### src/design/imh_ram.sv
`default_nettype none
module imh_ram #(
  parameter int WIDTH = 8,
  parameter int DEPTH = 256,
  parameter int AWIDTH = $clog2(DEPTH)
) (
  input  wire logic              clk,
  input  wire logic              we,
  input  wire logic [AWIDTH-1:0] waddr,
  input  wire logic [WIDTH-1:0]  wdata,
  input  wire logic [AWIDTH-1:0] raddr,
  output logic      [WIDTH-1:0]  rdata
);
  logic [WIDTH-1:0] mem [DEPTH];
  always_ff @(posedge clk) begin
    if (we) mem[waddr] <= wdata;
    rdata <= mem[raddr];
  end
endmodule
`default_nettype wire

### config.mk
export PLATFORM = sky130hd
export DESIGN_NAME = imh_ram
export DESIGN_NICKNAME = d
export VERILOG_FILES = /design/src/design/imh_ram.sv
export SDC_FILE = /design/constraint.sdc
export NUM_CORES = 2
export LEC_CHECK = 0
export BUFFER_PORTS_ARGS = -buffer_cell sky130_fd_sc_hd__buf_2
export CAP_MARGIN = 5
export CORE_MARGIN = 2
export CORE_UTILIZATION = 40
export CTS_CLUSTER_SIZE = 30
export DETAILED_ROUTE_END_ITERATION = 7
export PLACE_DENSITY = 0.64
export SLEW_MARGIN = 0
export SYNTH_ARGS = -nofsm -noshare
export SYNTH_HDL_FRONTEND = slang
export SYNTH_SLANG_ARGS = --single-unit
### constraint.sdc
create_clock -name clk -period 2.05 [get_ports clk]
set_input_delay 0.205 -clock clk [delete_from_list [all_inputs] [get_ports clk]]
set_output_delay 0.205 -clock clk [all_outputs]
set_load 0.01 [all_outputs]
==> results.yml <==
critical_path:
  worstPathCellList: "mux4_2, mux4_2, nor2_4, a2111oi_2, nor3_2, buf_4, nor4_1"
  critPathMaxStageDelay_ns: 0.52
  path_class: "flop to flop"
  worst-path-max-fanout: 1
  arrival_ns: 2.94
  end_kind: "flop"
  cp_slowest_cell: "mux4_2"
  required_ns: 2.79
  cp-start-kind: "flop"
  cp_common_cell: "mux4_2"
detailed_routing:
  routedWlPerCell_um: 27.7
  drc: 0
  routed_via_density: 5.64
  drt_iter0_drc: 4881
  firstDrtPassIters: 5
  via_count: 41100
  wirelength_um: 202000
  ant_nets: 0
floorplan:
  rows: 163
  die_width_um: 450
  dieArea_um2: 202000
  die_h_um: 450
  coreArea_um2: 197000
  ios: 34
  start_util_pct: 40.3
sta:
  timing.final.crit_share_pct: 107
  hold_viol_final: 0
  min_period_ns: 2.20
  slew_violations: 0
  slew_headroom_pct: 53.2
  hold-worst-slack_ns: 0.0872
  skew_ns: 0.0397
  fmax_ghz: 0.455
  worst_slack_ns: -0.149
  rsz0062_at_grt: "true"
  setup_viol: 8
  tightest_slew_ns: 0.702
logic_synthesis:
  syn_area_um2: 79600
  synth-main-ff-cell: "edfxtp_1"
  syn_nets: 3759
  synthArstFlopShare_pct: 0
  syn_avg_cell_area_um2: 21.3
  synth_top_area_share_pct: 77.3
  synthCells: 3733
  ys_ff_latch: 2056
  synth_cell_types: 55
  yosys-top-cells-area: "edfxtp_1, mux4_2, mux2i_1, nor2_1, a22oi_1"
  seq_area_frac_synth_pct: 77.5
  yosys_warnings: 0
  synth-edff-count: 2048
  synth_top_area_cell: "edfxtp_1"
power:
  seq_power_share_pct: 52.7
  ir_worst_vdd_uv: 829
  p_leak_nw: 30.9
  pwr-share-comb_pct: 5.7
  powerDensity_nw_per_um2: 923
  total_power_mw: 88.2
  switching_share_pct: 21.5
  intPower_mw: 69.2
  switchingPower_mw: 19.0
  clockPowerShare_pct: 41.6
flow_run:
  drv_cap: 0
cells_and_area:
  layout_commonest_cell: "edfxtp_1"
  drive_gt1_share_pct: 34.0
  area_growth_pct: 20.1
  layout.core_utilization_pct: 48.4
  n_fill_cell: 16000
  layout.nets: 4507
  layout_common_cells: "edfxtp_1, buf_4, mux4_2"
clock_network:
  cts-root-buf: "clkbuf_16"
  cts_buffers: 204
  htreeDepth: 4
  worstSkewPairLatency_ns: 0.85
  cts_max_path_buffers: 3
  postCtsSetupBuffers: 0
  cts_tree: "done"
  clkSinkCount: 2056
  cts.clk_slew.worst_paths_ns: 0.06
global_routing:
  grt-ovfl-total: 0
  antenna_found_initial: 14
  grt_pass1_wl_um: 295000
  grt_max_degree: 84
  grt_pass1_vias: 41500
  grt_util_all_layers_pct: 19.8
placed_design:
  dp_slack_ns: -1.22
  gp_congestion: 0.862
  port_buffers: 33
  dp_hpwl_um: 133000
outcome:
  outcome: "complete, but fails checks"
  violations: "negative setup slack"
worst_hold_path:
  min_path_type: "input pin to flop"
==> critical path: cells and delay by family, from the launching register on <==
family                 cells  cell delay, ns
flip-flops                 1            0.36
buffers and inverters      1            0.18
AO/OA/AOI/OAI              1            0.06
multiplexers               2            1.02
AND/OR/NAND/NOR            3            0.46
==> synthesized netlist by cell type, drive strengths merged, types with 2 or more instances <==
library cell,number
a2111oi,5
a211oi,16
a21oi,96
a221oi,14
a22o,8
a22oi,133
a311oi,2
a31oi,2
and2,6
and3b,2
buf,122
clkbuf,111
dfxtp,8
edfxtp,2048
mux2i,134
mux4,456
nand2,33
nand2b,8
nand3,34
nand3b,2
nand4,10
nor2,282
nor2b,31
nor3,22
nor4,27
o211ai,10
o21ai,12
o221ai,47
o22a,5
o22ai,28
o32ai,5
or2,4
==> through the flow <==
| stage | std cells | cell area (µm²) | setup TNS [ns] |
|---|---|---|---|
| after floorplan | 3733 | 79700 | -0.0174 |
| after global placement | 6905 | 88400 | -8.37 |
| after detailed placement | 6905 | 88400 | -8.35 |
| after CTS | 7290 | 95400 | -0.707 |
| after global routing | 7293 | 95500 | -0.982 |
| final | 7297 | 95500 | -0.519 |
==> state kept, by name (all words and copies together), names as in the netlist <==
name and cells:
rdata 8, mem 2048
==> cell families after synthesis <==
logic type,after synthesis,share of synthesized area [%]
buf+inv,235,1.83
mux,591,14.6
simple gates,466,2.63
flops,2056,77.5
compound gates,385,3.42
==> power by group through the flow <==
stage	clock network, mW	logic (mW)	registers [mW]
CTS	37.2	5.04	46.5
floorplan	0	2.27	47.3
detailed placement	0	4.90	47.4
global route	38.8	5.29	46.4
finish	36.7	5.04	46.5
global placement	0	4.84	47.4
==> layer usage <==
metal  wire length, µm  vias to the layer above  global-route usage (%)
li1                  -                    17200                       -
met1             81600                    21900                    27.3
met2            101000                     1717                    32.9
met3             13800                      349                    2.71
met4              6150                        2                    6.09
met5                12                        -                       0
==> final cells by class <==
class | count | area, µm² | area share (%)
diodes | 7 | 17.5 | 0.0183
multi-input cells | 1442 | 17000 | 17.7
flip-flops and latches | 2056 | 61700 | 64.5
clock inverters | 107 | 1080 | 1.13
well taps | 2640 | 3300 | 3.46
repair buffers | 775 | 7010 | 7.34
clock buffers | 268 | 5490 | 5.74
inverters | 2 | 7.51 | 0.00786
==> path summary, 6_finish.rpt <==
kind | start | endpoint | slack [ns] | cells after the start
max | mem[143][1] | rdata[1] | -0.15 | 7
max reg2reg | mem[143][1] | rdata[1] | -0.15 | 7
min | waddr[0] | mem[147][1] | 0.09 | 4
min reg2reg | mem[60][0] | rdata[0] | 1.14 | 7
==> repair_timing <==
action                                  4_1_cts  5_1_grt
pin swaps                                    33       16
hold buffers                                 12        0
endpoints found under the setup margin        8       15
gates resized for setup                      65       20
endpoints found under the hold margin       370        0
No activity file was read; power rests on OpenSTA's default activity.
